File: src/rtl/bcc_pkg.sv
package bcc_pkg;

	// Configuration port
	localparam int CFG_IDX_W  = 3;
	localparam int CFG_DATA_W = 19;

	typedef enum logic [CFG_IDX_W-1:0] {
		REG_ZERO  = 3'd0,
		REG_KP    = 3'd1,
		REG_KD    = 3'd2,
		REG_KV    = 3'd3,
		REG_KT    = 3'd4,
		REG_KH    = 3'd5,
		REG_LIMIT = 3'd6
	} cfg_idx_t;

	// Register values after reset
	localparam logic signed [12:0] RST_ZERO  = 13'sd624;
	localparam logic signed [18:0] RST_KP    = -19'sd64512;
	localparam logic signed [16:0] RST_KD    = -17'sd768;
	localparam logic signed [17:0] RST_KV    = -18'sd26214;
	localparam logic signed [16:0] RST_KT    = 17'sd2560;
	localparam logic signed [16:0] RST_KH    = 17'sd154;
	localparam logic [14:0]        RST_LIMIT = 15'd7000;

	// Control constants
	localparam int FALL_LIMIT   = 10240;
	localparam int SPEED_MAX    = 15;
	localparam int TURN_MAX     = 150;
	localparam int TURN_STEP    = 30;
	localparam int NEAR_DIST    = 50;
	localparam int INTEGRAL_MAX = 20000;

	// Reciprocal constants: divide by 10 and by 25, truncating, for the value ranges used.
	localparam int REC10       = 3355444;
	localparam int REC10_SHIFT = 25;
	localparam int REC25       = 5368710;
	localparam int REC25_SHIFT = 27;
	localparam int KV_SHIFT    = 19;
	localparam int UP_SHIFT    = 16;
	localparam int TURN_SHIFT  = 8;

	// Shared multiplier
	localparam int MUL_W  = 28;
	localparam int PROD_W = 2 * MUL_W;

	typedef struct packed {
		logic signed [12:0] zero;
		logic signed [18:0] kp;
		logic signed [16:0] kd;
		logic signed [17:0] kv;
		logic signed [16:0] kt;
		logic signed [16:0] kh;
		logic [14:0]        limit;
	} cfg_t;

	typedef struct packed {
		logic signed [15:0] left_count;
		logic signed [15:0] right_count;
		logic signed [16:0] roll;
		logic signed [15:0] pitch;
		logic signed [15:0] yaw;
		logic [11:0]        obst_dist;
		logic               fwd;
		logic               back;
		logic               lft;
		logic               rgt;
	} item_t;

	typedef struct packed {
		logic signed [15:0] left;
		logic signed [15:0] right;
		logic               bal;
	} res_t;

	typedef enum logic [4:0] {
		ST_IDLE,
		ST_CHECK,
		ST_ERR,
		ST_FMUL,
		ST_FILT,
		ST_INTEG,
		ST_SPD,
		ST_VMUL,
		ST_VSCALE,
		ST_VDIV,
		ST_VOUT,
		ST_UPA,
		ST_UPP,
		ST_UPD,
		ST_UPSUM,
		ST_UPDIV,
		ST_TSUM,
		ST_TDIV,
		ST_DRIVE
	} state_t;

endpackage

File: src/rtl/bcc_cfg.sv
module bcc_cfg import bcc_pkg::*; (
	input  logic                  clk,
	input  logic                  arst_n,
	input  logic                  wr_en,
	input  logic [CFG_IDX_W-1:0]  wr_index,
	input  logic [CFG_DATA_W-1:0] wr_data,
	output cfg_t                  cfg
);

	cfg_t cfg_q;

	always_ff @(posedge clk or negedge arst_n) begin
		if (!arst_n) begin
			cfg_q.zero  <= RST_ZERO;
			cfg_q.kp    <= RST_KP;
			cfg_q.kd    <= RST_KD;
			cfg_q.kv    <= RST_KV;
			cfg_q.kt    <= RST_KT;
			cfg_q.kh    <= RST_KH;
			cfg_q.limit <= RST_LIMIT;
		end else if (wr_en) begin
			unique case (cfg_idx_t'(wr_index))
				REG_ZERO:  cfg_q.zero  <= wr_data[12:0];
				REG_KP:    cfg_q.kp    <= wr_data[18:0];
				REG_KD:    cfg_q.kd    <= wr_data[16:0];
				REG_KV:    cfg_q.kv    <= wr_data[17:0];
				REG_KT:    cfg_q.kt    <= wr_data[16:0];
				REG_KH:    cfg_q.kh    <= wr_data[16:0];
				REG_LIMIT: cfg_q.limit <= wr_data[14:0];
				default: ;
			endcase
		end
	end

	assign cfg = cfg_q;

endmodule

File: src/rtl/bcc_mul.sv
module bcc_mul import bcc_pkg::*; (
	input  logic                     clk,
	input  logic signed [MUL_W-1:0]  a,
	input  logic signed [MUL_W-1:0]  b,
	output logic signed [PROD_W-1:0] prod
);

	logic signed [PROD_W-1:0] prod_q;

	// Product is registered; it is available in the cycle after the operands.
	always_ff @(posedge clk) begin
		prod_q <= a * b;
	end

	assign prod = prod_q;

endmodule

File: src/rtl/bcc_ctrl.sv
module bcc_ctrl import bcc_pkg::*; (
	input  logic  clk,
	input  logic  arst_n,
	input  logic  start,
	input  item_t item,
	input  cfg_t  cfg,
	input  logic  res_ready,
	output logic  idle,
	output logic  done,
	output res_t  res
);

	state_t state_q, state_d;

	// Loop state
	logic               bal_q, pend_q;
	logic signed [4:0]  spd_q;
	logic signed [8:0]  trn_q;
	logic signed [17:0] filt_q;
	logic signed [15:0] integ_q;

	// Working registers
	logic               fall_q, hold_q, sign_q;
	logic [21:0]        mag_q;
	logic signed [18:0] v_q;
	logic signed [PROD_W-1:0] acc_q;
	logic signed [31:0] up_q, turn_q;

	logic signed [MUL_W-1:0]  mul_a, mul_b;
	logic signed [PROD_W-1:0] prod;

	bcc_mul u_mul (
		.clk  (clk),
		.a    (mul_a),
		.b    (mul_b),
		.prod (prod)
	);

	// Tilt check and target ramps
	logic signed [17:0] tilt;
	logic               now_bal;
	logic signed [5:0]  spd_sum, spd_new;
	logic signed [9:0]  trn_sum, trn_new;

	assign tilt    = 18'(item.roll) - 18'(cfg.zero);
	assign now_bal = (tilt <= 18'(FALL_LIMIT)) && (tilt >= -18'(FALL_LIMIT));

	always_comb begin
		spd_sum = (item.fwd || item.back) ? 6'(spd_q) : 6'sd0;
		if (item.fwd) begin
			spd_sum = (item.obst_dist < 12'(NEAR_DIST)) ? spd_sum - 6'sd1 : spd_sum + 6'sd1;
		end
		if (item.back) begin
			spd_sum = spd_sum - 6'sd1;
		end
		if (spd_sum > 6'(SPEED_MAX)) begin
			spd_new = 6'(SPEED_MAX);
		end else if (spd_sum < -6'(SPEED_MAX)) begin
			spd_new = -6'(SPEED_MAX);
		end else begin
			spd_new = spd_sum;
		end

		trn_sum = (item.lft || item.rgt) ? 10'(trn_q) : 10'sd0;
		if (item.lft) begin
			trn_sum = trn_sum - 10'(TURN_STEP);
		end
		if (item.rgt) begin
			trn_sum = trn_sum + 10'(TURN_STEP);
		end
		if (trn_sum > 10'(TURN_MAX)) begin
			trn_new = 10'(TURN_MAX);
		end else if (trn_sum < -10'(TURN_MAX)) begin
			trn_new = -10'(TURN_MAX);
		end else begin
			trn_new = trn_sum;
		end
	end

	// Filter input: 3 * error + 7 * previous filter value
	logic signed [17:0] err;
	logic signed [20:0] fsum, fsum_abs;

	assign err      = 18'(item.left_count) + 18'(item.right_count) - 18'(spd_q);
	assign fsum     = (21'(err) <<< 1) + 21'(err) + (21'(filt_q) <<< 3) - 21'(filt_q);
	assign fsum_abs = fsum[20] ? -fsum : fsum;

	// Filter output, divided by 10 through the reciprocal product
	logic [16:0]        fq;
	logic signed [17:0] filt_new;

	assign fq       = prod[REC10_SHIFT+16:REC10_SHIFT];
	assign filt_new = sign_q ? -$signed({1'b0, fq}) : $signed({1'b0, fq});

	// Integral with clamp
	logic signed [18:0] isum;
	logic signed [15:0] integ_new;

	assign isum = 19'(integ_q) + 19'(filt_q);
	always_comb begin
		if (isum > 19'(INTEGRAL_MAX)) begin
			integ_new = 16'(INTEGRAL_MAX);
		end else if (isum < -19'(INTEGRAL_MAX)) begin
			integ_new = -16'(INTEGRAL_MAX);
		end else begin
			integ_new = isum[15:0];
		end
	end

	// 200 * filter + integral
	logic signed [25:0] spd_in;

	assign spd_in = (26'(filt_q) <<< 7) + (26'(filt_q) <<< 6) + (26'(filt_q) <<< 3)
		+ 26'(integ_q);

	// Speed output scaling: magnitude over 2^19, then over 25
	logic signed [PROD_W-1:0] prod_abs;
	logic [17:0]              vq;
	logic signed [18:0]       v_new;

	assign prod_abs = prod[PROD_W-1] ? -prod : prod;
	assign vq       = prod[REC25_SHIFT+17:REC25_SHIFT];
	assign v_new    = sign_q ? -$signed({1'b0, vq}) : $signed({1'b0, vq});

	// Upright angle error
	logic signed [MUL_W-1:0] up_err;

	assign up_err = MUL_W'(item.roll) - MUL_W'(cfg.zero) - (MUL_W'(v_q) <<< 8);

	// Divisions by powers of two that truncate toward zero
	logic signed [PROD_W-1:0] up_bias, turn_bias, up_div, turn_div;

	assign up_bias   = acc_q[PROD_W-1] ? PROD_W'((1 << UP_SHIFT) - 1) : '0;
	assign turn_bias = acc_q[PROD_W-1] ? PROD_W'((1 << TURN_SHIFT) - 1) : '0;
	assign up_div    = (acc_q + up_bias) >>> UP_SHIFT;
	assign turn_div  = (acc_q + turn_bias) >>> TURN_SHIFT;

	// Drive mixing and saturation
	logic signed [32:0] lim, dl, dr, dl_sat, dr_sat;

	assign lim = 33'($signed({1'b0, cfg.limit}));
	assign dl  = 33'(up_q) - 33'(turn_q);
	assign dr  = 33'(up_q) + 33'(turn_q);

	always_comb begin
		if (dl > lim) begin
			dl_sat = lim;
		end else if (dl < -lim) begin
			dl_sat = -lim;
		end else begin
			dl_sat = dl;
		end
		if (dr > lim) begin
			dr_sat = lim;
		end else if (dr < -lim) begin
			dr_sat = -lim;
		end else begin
			dr_sat = dr;
		end
	end

	assign res.left  = fall_q ? 16'sd0 : dl_sat[15:0];
	assign res.right = fall_q ? 16'sd0 : dr_sat[15:0];
	assign res.bal   = !fall_q;

	// Sequencer
	always_ff @(posedge clk or negedge arst_n) begin
		if (!arst_n) begin
			state_q <= ST_IDLE;
		end else begin
			state_q <= state_d;
		end
	end

	always_comb begin
		state_d = state_q;
		mul_a   = '0;
		mul_b   = '0;
		done    = 1'b0;
		unique case (state_q)
			ST_IDLE: begin
				if (start) begin
					state_d = ST_CHECK;
				end
			end
			ST_CHECK:  state_d = now_bal ? ST_ERR : ST_DRIVE;
			ST_ERR:    state_d = ST_FMUL;
			ST_FMUL: begin
				mul_a   = MUL_W'($signed({1'b0, mag_q}));
				mul_b   = MUL_W'(REC10);
				state_d = ST_FILT;
			end
			ST_FILT:   state_d = ST_INTEG;
			ST_INTEG:  state_d = ST_SPD;
			ST_SPD:    state_d = ST_VMUL;
			ST_VMUL: begin
				mul_a   = MUL_W'(cfg.kv);
				mul_b   = acc_q[MUL_W-1:0];
				state_d = ST_VSCALE;
			end
			ST_VSCALE: state_d = ST_VDIV;
			ST_VDIV: begin
				mul_a   = MUL_W'($signed({1'b0, mag_q}));
				mul_b   = MUL_W'(REC25);
				state_d = ST_VOUT;
			end
			ST_VOUT:   state_d = ST_UPA;
			ST_UPA:    state_d = ST_UPP;
			ST_UPP: begin
				mul_a   = MUL_W'(cfg.kp);
				mul_b   = acc_q[MUL_W-1:0];
				state_d = ST_UPD;
			end
			ST_UPD: begin
				mul_a   = MUL_W'(cfg.kd);
				mul_b   = MUL_W'(item.pitch);
				state_d = ST_UPSUM;
			end
			ST_UPSUM: begin
				mul_a   = MUL_W'(cfg.kt);
				mul_b   = MUL_W'(trn_q);
				state_d = ST_UPDIV;
			end
			ST_UPDIV: begin
				mul_a   = hold_q ? MUL_W'(cfg.kh) : '0;
				mul_b   = MUL_W'(item.yaw);
				state_d = ST_TSUM;
			end
			ST_TSUM:   state_d = ST_TDIV;
			ST_TDIV:   state_d = ST_DRIVE;
			ST_DRIVE: begin
				if (res_ready) begin
					done    = 1'b1;
					state_d = ST_IDLE;
				end
			end
			default:   state_d = ST_IDLE;
		endcase
	end

	assign idle = (state_q == ST_IDLE);

	// Loop state updates
	always_ff @(posedge clk or negedge arst_n) begin
		if (!arst_n) begin
			bal_q   <= 1'b1;
			pend_q  <= 1'b0;
			spd_q   <= '0;
			trn_q   <= '0;
			filt_q  <= '0;
			integ_q <= '0;
		end else begin
			if (state_q == ST_CHECK) begin
				bal_q <= now_bal;
				if (bal_q && !now_bal) begin
					pend_q <= 1'b1;
				end
				if (now_bal) begin
					spd_q <= spd_new[4:0];
					trn_q <= trn_new[8:0];
				end else begin
					spd_q <= '0;
					trn_q <= '0;
				end
			end
			if (state_q == ST_FILT) begin
				filt_q <= filt_new;
			end
			if (state_q == ST_INTEG) begin
				if (pend_q) begin
					integ_q <= '0;
					pend_q  <= 1'b0;
				end else begin
					integ_q <= integ_new;
				end
			end
		end
	end

	// Working registers
	always_ff @(posedge clk) begin
		case (state_q)
			ST_CHECK: begin
				fall_q <= !now_bal;
				hold_q <= !item.lft && !item.rgt;
			end
			ST_ERR: begin
				sign_q <= fsum[20];
				mag_q  <= 22'($unsigned(fsum_abs));
			end
			ST_SPD:    acc_q <= PROD_W'(spd_in);
			ST_VSCALE: begin
				sign_q <= prod[PROD_W-1];
				mag_q  <= prod_abs[KV_SHIFT+21:KV_SHIFT];
			end
			ST_VOUT:   v_q   <= v_new;
			ST_UPA:    acc_q <= PROD_W'(up_err);
			ST_UPD:    acc_q <= prod;
			ST_UPSUM:  acc_q <= acc_q + (prod <<< 8);
			ST_UPDIV: begin
				up_q  <= up_div[31:0];
				acc_q <= prod;
			end
			ST_TSUM:   acc_q <= acc_q + prod;
			ST_TDIV:   turn_q <= turn_div[31:0];
			default: ;
		endcase
	end

`ifndef ASSERT_OFF
	a_start_check: assert property (@(posedge clk) disable iff (!arst_n)
		(state_q == ST_IDLE && start) |=> (state_q == ST_CHECK))
		else $error("accepted item did not start the sequence");

	a_stay_idle: assert property (@(posedge clk) disable iff (!arst_n)
		(state_q == ST_IDLE && !start) |=> (state_q == ST_IDLE))
		else $error("sequencer left idle without an item");

	a_integ_reset: assert property (@(posedge clk) disable iff (!arst_n)
		(state_q == ST_INTEG && pend_q) |=> (integ_q == 16'sd0 && !pend_q))
		else $error("armed integral reset was not applied");

	a_integ_range: assert property (@(posedge clk) disable iff (!arst_n)
		(state_q == ST_INTEG) |=>
		(integ_q <= 16'(INTEGRAL_MAX) && integ_q >= -16'(INTEGRAL_MAX)))
		else $error("integral out of clamp range");

	a_drive_limit: assert property (@(posedge clk) disable iff (!arst_n)
		done |-> (17'(res.left) <= 17'(lim) && 17'(res.left) >= -17'(lim)
		&& 17'(res.right) <= 17'(lim) && 17'(res.right) >= -17'(lim)))
		else $error("drive exceeds motor limit");
`endif

endmodule

File: src/rtl/balance_robot_cascade_controller.sv
// An accepted item steps through every sequencer state on a balanced tick and from check
// straight to drive when fallen; new items stall until idle. All multiplies share one
// registered 28x28 multiplier that a sequencer steps through the three loops.
// The result sits in an output register, so the next item is taken while it waits.
// Reset (arst_n low, asynchronous) restores the configuration registers to defaults and
// clears the loop state; the sequencer resets to idle, so the block is ready after reset.
module balance_robot_cascade_controller import bcc_pkg::*; (
	input  logic                  clk,
	input  logic                  arst_n,

	// Input transaction
	input  logic                  item_valid,
	output logic                  item_stall,
	input  logic signed [15:0]    left_wheel_count,
	input  logic signed [15:0]    right_wheel_count,
	input  logic signed [16:0]    roll_angle,
	input  logic signed [15:0]    pitch_rate,
	input  logic signed [15:0]    yaw_rate,
	input  logic [11:0]           obstacle_distance,
	input  logic                  forward_button,
	input  logic                  backward_button,
	input  logic                  left_button,
	input  logic                  right_button,

	// Result transaction
	output logic                  result_valid,
	input  logic                  result_stall,
	output logic signed [15:0]    left_motor_drive,
	output logic signed [15:0]    right_motor_drive,
	output logic                  is_balanced,

	// Configuration writes
	input  logic                  cfg_valid,
	output logic                  cfg_ready,
	input  logic [CFG_IDX_W-1:0]  cfg_index,
	input  logic [CFG_DATA_W-1:0] cfg_data
);

	cfg_t  cfg;
	item_t item_q;
	res_t  res, res_q;
	logic  idle, done, start, res_ready, out_valid_q;

	// Registers are always writable; software must write only while the block is idle.
	assign cfg_ready = 1'b1;

	bcc_cfg u_cfg (
		.clk      (clk),
		.arst_n   (arst_n),
		.wr_en    (cfg_valid && cfg_ready),
		.wr_index (cfg_index),
		.wr_data  (cfg_data),
		.cfg      (cfg)
	);

	// An input transaction is taken only when the sequencer is idle. The fields are
	// captured here and held for the whole sequence.
	assign item_stall = !idle;
	assign start      = item_valid && !item_stall;

	always_ff @(posedge clk) begin
		if (start) begin
			item_q.left_count  <= left_wheel_count;
			item_q.right_count <= right_wheel_count;
			item_q.roll        <= roll_angle;
			item_q.pitch       <= pitch_rate;
			item_q.yaw         <= yaw_rate;
			item_q.obst_dist   <= obstacle_distance;
			item_q.fwd         <= forward_button;
			item_q.back        <= backward_button;
			item_q.lft         <= left_button;
			item_q.rgt         <= right_button;
		end
	end

	bcc_ctrl u_ctrl (
		.clk       (clk),
		.arst_n    (arst_n),
		.start     (start),
		.item      (item_q),
		.cfg       (cfg),
		.res_ready (res_ready),
		.idle      (idle),
		.done      (done),
		.res       (res)
	);

	// Output register: the sequencer may finish a new result when the register is
	// empty or when its current result is being taken in this cycle.
	assign res_ready = !out_valid_q || !result_stall;

	always_ff @(posedge clk or negedge arst_n) begin
		if (!arst_n) begin
			out_valid_q <= 1'b0;
		end else if (done) begin
			out_valid_q <= 1'b1;
		end else if (!result_stall) begin
			out_valid_q <= 1'b0;
		end
	end

	always_ff @(posedge clk) begin
		if (done) begin
			res_q <= res;
		end
	end

	assign result_valid      = out_valid_q;
	assign left_motor_drive  = res_q.left;
	assign right_motor_drive = res_q.right;
	assign is_balanced       = res_q.bal;

endmodule
File: config.mk
export PLATFORM = sky130hd
export DESIGN_NAME = balance_robot_cascade_controller
export DESIGN_NICKNAME = d
export VERILOG_FILES = /design/src/rtl/bcc_pkg.sv /design/src/rtl/bcc_cfg.sv /design/src/rtl/bcc_mul.sv /design/src/rtl/bcc_ctrl.sv /design/src/rtl/balance_robot_cascade_controller.sv
export SDC_FILE = /design/constraint.sdc
export NUM_CORES = 2
export LEC_CHECK = 0
export BUFFER_PORTS_ARGS = -buffer_cell sky130_fd_sc_hd__buf_2
export CORE_ASPECT_RATIO = 1.5
export CORE_UTILIZATION = 35
export CTS_BUF_LIST = sky130_fd_sc_hd__clkbuf_2 sky130_fd_sc_hd__clkbuf_4 sky130_fd_sc_hd__clkbuf_8
export DETAILED_ROUTE_END_ITERATION = 8
export MAX_ROUTING_LAYER = met4
export PLACE_DENSITY_LB_ADDON = 0.3
export SLEW_MARGIN = 10
export SYNTH_ARGS = -nofsm -noshare
export SYNTH_HDL_FRONTEND = slang
export SYNTH_SLANG_ARGS = --single-unit
File: constraint.sdc
create_clock -name clk -period 31.4 [get_ports clk]
set_input_delay 1.57 -clock clk [delete_from_list [all_inputs] [get_ports clk]]
set_output_delay 1.57 -clock clk [all_outputs]
set_load 0.02 [all_outputs]
**Yosys cells after proc, flatten, opt, wreduce, memory -nomap -nowiden**

Cells that the tools add are included.

- $mul: 1
- Order comparisons: 13
- Equal/unequal tests: 27
- Add/subtract/negate cells: 28
- Reductions and logical operators: 31
- Muxes and demuxes: 44

Operator list:

| operator | count |
|---|---|
| case mux 28 bit (6 select lines) | 2 |
| case mux 56 bit (5 select lines) | 1 |
| adder 56 bit | 2 |
| 2-to-1 mux 16 bit | 6 |
| case mux 5 bit (19 select lines) | 1 |
| greater-than comparator 33 x 16 -> 1 bit | 2 |
| less-than comparator 33 bit | 2 |
| multiplier 28 x 28 -> 56 bit | 1 |
| adder 48 x 17 -> 48 bit | 1 |
| case mux 22 bit (2 select lines) | 1 |
| 2-to-1 mux 41 bit | 1 |
| negation 41 bit | 1 |
| adder 40 bit | 1 |
| == test 5 x 4 -> 1 bit, second input constant | 8 |
| 2-to-1 mux 18 bit | 2 |
| subtractor 17 x 13 -> 18 bit | 2 |
| adder 32 x 32 -> 33 bit | 1 |
| negation 15 -> 33 bit | 1 |
| subtractor 32 x 32 -> 33 bit | 1 |
| 2-to-1 mux 10 bit | 3 |
| 2-to-1 mux 15 bit | 2 |
| 2-to-1 mux 5 bit | 6 |
| 2-to-1 mux 28 bit | 1 |
| subtractor 18 x 27 -> 28 bit | 1 |
| other kinds (49) | 94 |

- Logic and storage cells: 184
- Output and inout port bits: 36
- Register bits after elaboration: 522

**Depth between registers and ports, before layout**

- Depth in word-level cells: 11
- Depth in mapped cells: 39
- Gate-level depth less buffers: 35

**Hierarchy**

Synthesis repeated with hierarchy kept, for this count alone.

- Cell total of the unflattened synthesis: 7912
- Area total of the unflattened synthesis: 73152.7 µm²

By module, submodules not included:

| module | seq. area each (µm²) | cells an instance | area each (µm²) | instances |
|---|---|---|---|---|
| bcc_ctrl | 6302.3 | 4364 | 34941.0 | 1 |
| bcc_mul | 1121.1 | 3161 | 29781.1 | 1 |
| bcc_cfg | 2951.6 | 250 | 4469.3 | 1 |
| balance_robot_cascade_controller | 3928.8 | 137 | 3961.3 | 1 |

**Least setup slack after synthesis**

No wires, ideal clock.

- Kind: reg2reg
- From: reg u_ctrl.state_q[1]
- To: reg u_ctrl.u_mul.prod_q[54], in the netlist u_ctrl.u_mul.prod[54]
- Cell stages (with the launch flop): 34
- Data arrival time: 10138 ps
- Period minus slack after synthesis: 10266 ps
- Data required time: 31273 ps
- Setup slack: 21134 ps
- Cells stage by stage: dfrtp_1 buf_1 nand2_1 nor2_1 clkbuf_1 a22oi_1 nand2_1 a21o_1 clkbuf_1 nand2_1 inv_1 fa_1 inv_1 fa_1 fa_1 inv_1 fa_1 inv_1 fa_1 inv_1 fa_1 fa_1 ha_1 ha_1 a21o_1 a21o_1 a21oi_1 o31ai_1 a21o_1 a21o_1 a22o_1 o311ai_0 o221ai_1 xor2_1

- Longest elaborated chain between the ends: 4

Ends and longest elaborated chain:

| element | line | RTL |
|---|---|---|
| start, declared | bcc_ctrl.sv:13 | `state_t state_q, state_d;` |
| start signal, assigned | bcc_ctrl.sv:171 | `state_q <= state_d;` |
| == test 5 x 2 -> 1 bit (tied with other cells) | bcc_ctrl.sv:180 | `unique case (state_q)` |
| OR reduction 2 bit (no line) | -- |  |
| case mux 28 bit (6 select lines) | bcc_ctrl.sv:180 |  |
| multiplier 28 x 28 -> 56 bit (*) | bcc_mul.sv:12 | `prod_q <= a * b;` |
| end signal, assigned | bcc_mul.sv:12 |  |
| end, declared | bcc_mul.sv:8 | `logic signed [PROD_W-1:0] prod_q;` |

Every way passes the cells marked *; elsewhere a longest branch is shown, timed or not.
A chain may end at the register's enable or synchronous reset.

**Final worst setup path**

- From: reg u_ctrl.state_q[4]
- To: reg u_ctrl.u_mul.prod_q[55], in the netlist u_ctrl.u_mul.prod[55]

Same word-level chain as after synthesis.

==> results.toml <==
[global_routing]
grt_start_max_net_pins = 87
track_usage_pct = 24.91
grt_overflow = 0
antenna_found_initial = 4
grt_pass1_wl_um = 357800
grt_pass1_vias = 58060

[logic_synthesis]
ys_seq_elements = 521
muxShareOfSynthArea_pct = 2.373
synth_top_family_by_area = "adder cells"
synth_nets = 8997
synthAdderAreaFrac_pct = 35.49
synth_top_area_share_pct = 24.26
seq_area_frac_synth_pct = 20.94
synth_xor_area_share_pct = 5.512
synth.distinct_cells = 91
synth_most_common_cell = "inv_1"
syn_avg_cell_area_um2 = 9.168
synth_area_leader_cell = "fa_1"
async_reset_ff_share_pct = 33.01
netlist_instances = 7435
synth_area_leaders = "fa_1, edfxtp_1, ha_1"
synthFlopType = "edfxtp_1"
ys_warn_count = 0
syn_area_mm2 = 0.06816
synth_compound_area_share_pct = 14.90
synth_edf_count = 293
synth_commonest_cells = "inv_1, fa_1, nor2_1, nand2_1, ha_1"
synthSimpleGateAreaFrac_pct = 13.18

[drt]
first_pass_iters = 7
drtIter0Drc = 4053
drc_errors = 0
num_vias = 55710
ant_nets = 0
avgViaCountPerCell = 5.446
wl_per_cell_um = 23.12
drt_wl_total_um = 236500

[cts]
cts.sinks = 521
clk-insertion-delay-late_ps = 860
root_buffer = "clkbuf_8"
post_cts_buffers = 0
cts_resized = 0
htree_levels = 3
clk_pin_slew_ps = 60
cts_tree = "yes"
cts_hold_buf = 0
cts_made_buffers = 99
clockBufferDepth = 3

[flow_run]
max_cap_viol_count = 0

[setup_path]
worst_ep_required_time_ps = 32090
startpoint_type = "flop"
max_stage_delay_ps = 1040
crit_type = "flop to flop"
worstPathMaxFanout = 36
crit_top_cell = "fa_1"
crit_slowest_cell = "a2111oi_0"
cp.arrival_ps = 13370
endpoint_kind = "flop"

[run_status]
status = "completed"

[timing]
clock_skew_ps = 71.71
worst_pin_slew_ps = 1313
finalCriticalPeriod_ps = 12680
tns_ps = 0
holdWs_ps = 508.1
finalHoldViolCount = 0
rsz0062_at_grt = "false"
setup_violations = 0
max_freq_mhz = 78.87
fin_crit_sh_pct = 40.38
slew_violations = 0
relSlewSlack_pct = 10.22

[layout]
multi_input_area_mm2 = 0.04901
fill_cells = 19650
area_delta_synth_final_pct = 9.736
nets = 9103
regArea_mm2 = 0.01427
drive_above_1_share_pct = 9.702

[die]
dieArea_mm2 = 0.1966
die_x_um = 362.3
die_h_um = 542.5
ios = 160
rows = 198
core_area_mm2 = 0.1937
start_util_pct = 35.18

[place]
dp_hpwl_um = 190900
io_buffers = 157
gp_congestion = 1.010

[worst_hold_path]
hold_path.class = "flop to flop"
cell usage in the layout (no fill, tap or decap), types with 113 or more instances in the layout:
cell,instances
inv_1,1067
o21ai_0,290
a21o_1,154
nand2_1,615
buf_2,156
fa_1,826
nor2_1,705
xor2_1,147
clkbuf_8,113
dfrtp_1,132
edfxtp_1,293
buf_4,150
xnor2_1,282
nand3_1,113
ha_1,612
a21oi_1,405
stage by stage:
step | cells | setup slack [ps] | util [%] | cell area [µm²]
after floorplan | 7435 | 21130 | - | 68160
final | 10230 | 18720 | 38.61 | 74800
after detailed placement | 10040 | 19120 | 37.41 | 72470
after global routing | 10230 | 18340 | 38.61 | 74800
after CTS | 10230 | 19010 | 38.60 | 74780
after global placement | 10040 | 19190 | 37.41 | 72470
registers in the layout, summed over array words and instances, names as in the netlist, 18 cells and up:
| register | count |
|---|---|
| u_ctrl.filt_q | 18 |
| u_ctrl.turn_q | 32 |
| u_ctrl.u_mul.prod | 56 |
| u_ctrl.v_q | 19 |
| u_ctrl.mag_q | 22 |
| u_ctrl.up_q | 32 |
| u_cfg.cfg | 116 |
| item_q | 96 |
| u_ctrl.acc_q | 56 |
cell type report:
class | count | share of cell area, %
Clock buffer | 140 | 2.342
Tap cell | 2600 | 4.349
Inverter | 1067 | 5.354
Timing Repair Buffer | 308 | 2.583
Multi-Input combinational cell | 5544 | 65.53
Sequential cell | 521 | 19.08
Antenna cell | 3 | 0.01004
Clock inverter | 47 | 0.7527
layer usage:
layer / wire [µm] / track usage (%)
met1: 89510 / 27.62
met2: 115600 / 41.83
met3: 12810 / 3.329
met4: 18620 / 16.45
met5: 0 / -
kinds of logic after synthesis:
logic type,after synthesis
compound gates,1540
xor+xnor,429
fa+ha+maj,1438
buf+inv,1370
flops,521
mux,148
other cells,1
simple gates,1988
critical path: cells and delay by family (launching register included):
family / cells / cell delay (ps)
adder cells (fa/ha/maj): 9 / 4190
AO/OA/AOI/OAI: 7 / 3130
AND/OR/NAND/NOR: 8 / 3080
buffers and inverters: 8 / 1280
flip-flops: 1 / 590
XOR/XNOR: 1 / 230
worst paths after layout:
check / to / from / cells past startpoint / slack [ps]
max in group asynchronous: u_cfg.cfg[37]$_DFFE_PN0P_ / arst_n / 3 / 28510
worst min register to register: u_cfg.cfg[40]$_DFFE_PN0P_ / u_cfg.cfg[40]$_DFFE_PN0P_ / 1 / 510
worst max-delay path: u_ctrl.u_mul.prod[55]$_DFF_P_ / u_ctrl.state_q[4]$_DFFE_PN0P_ / 33 / 18720
worst min-delay path: u_cfg.cfg[40]$_DFFE_PN0P_ / u_cfg.cfg[40]$_DFFE_PN0P_ / 1 / 510
worst max register to register: u_ctrl.u_mul.prod[55]$_DFF_P_ / u_ctrl.state_q[4]$_DFFE_PN0P_ / 33 / 18720
min in group asynchronous: u_ctrl.integ_q[13]$_DFFE_PN0P_ / arst_n / 1 / 690
Power is not shown: default switching activity piles up to over one toggle a cycle in this logic, so the estimate is an artifact.
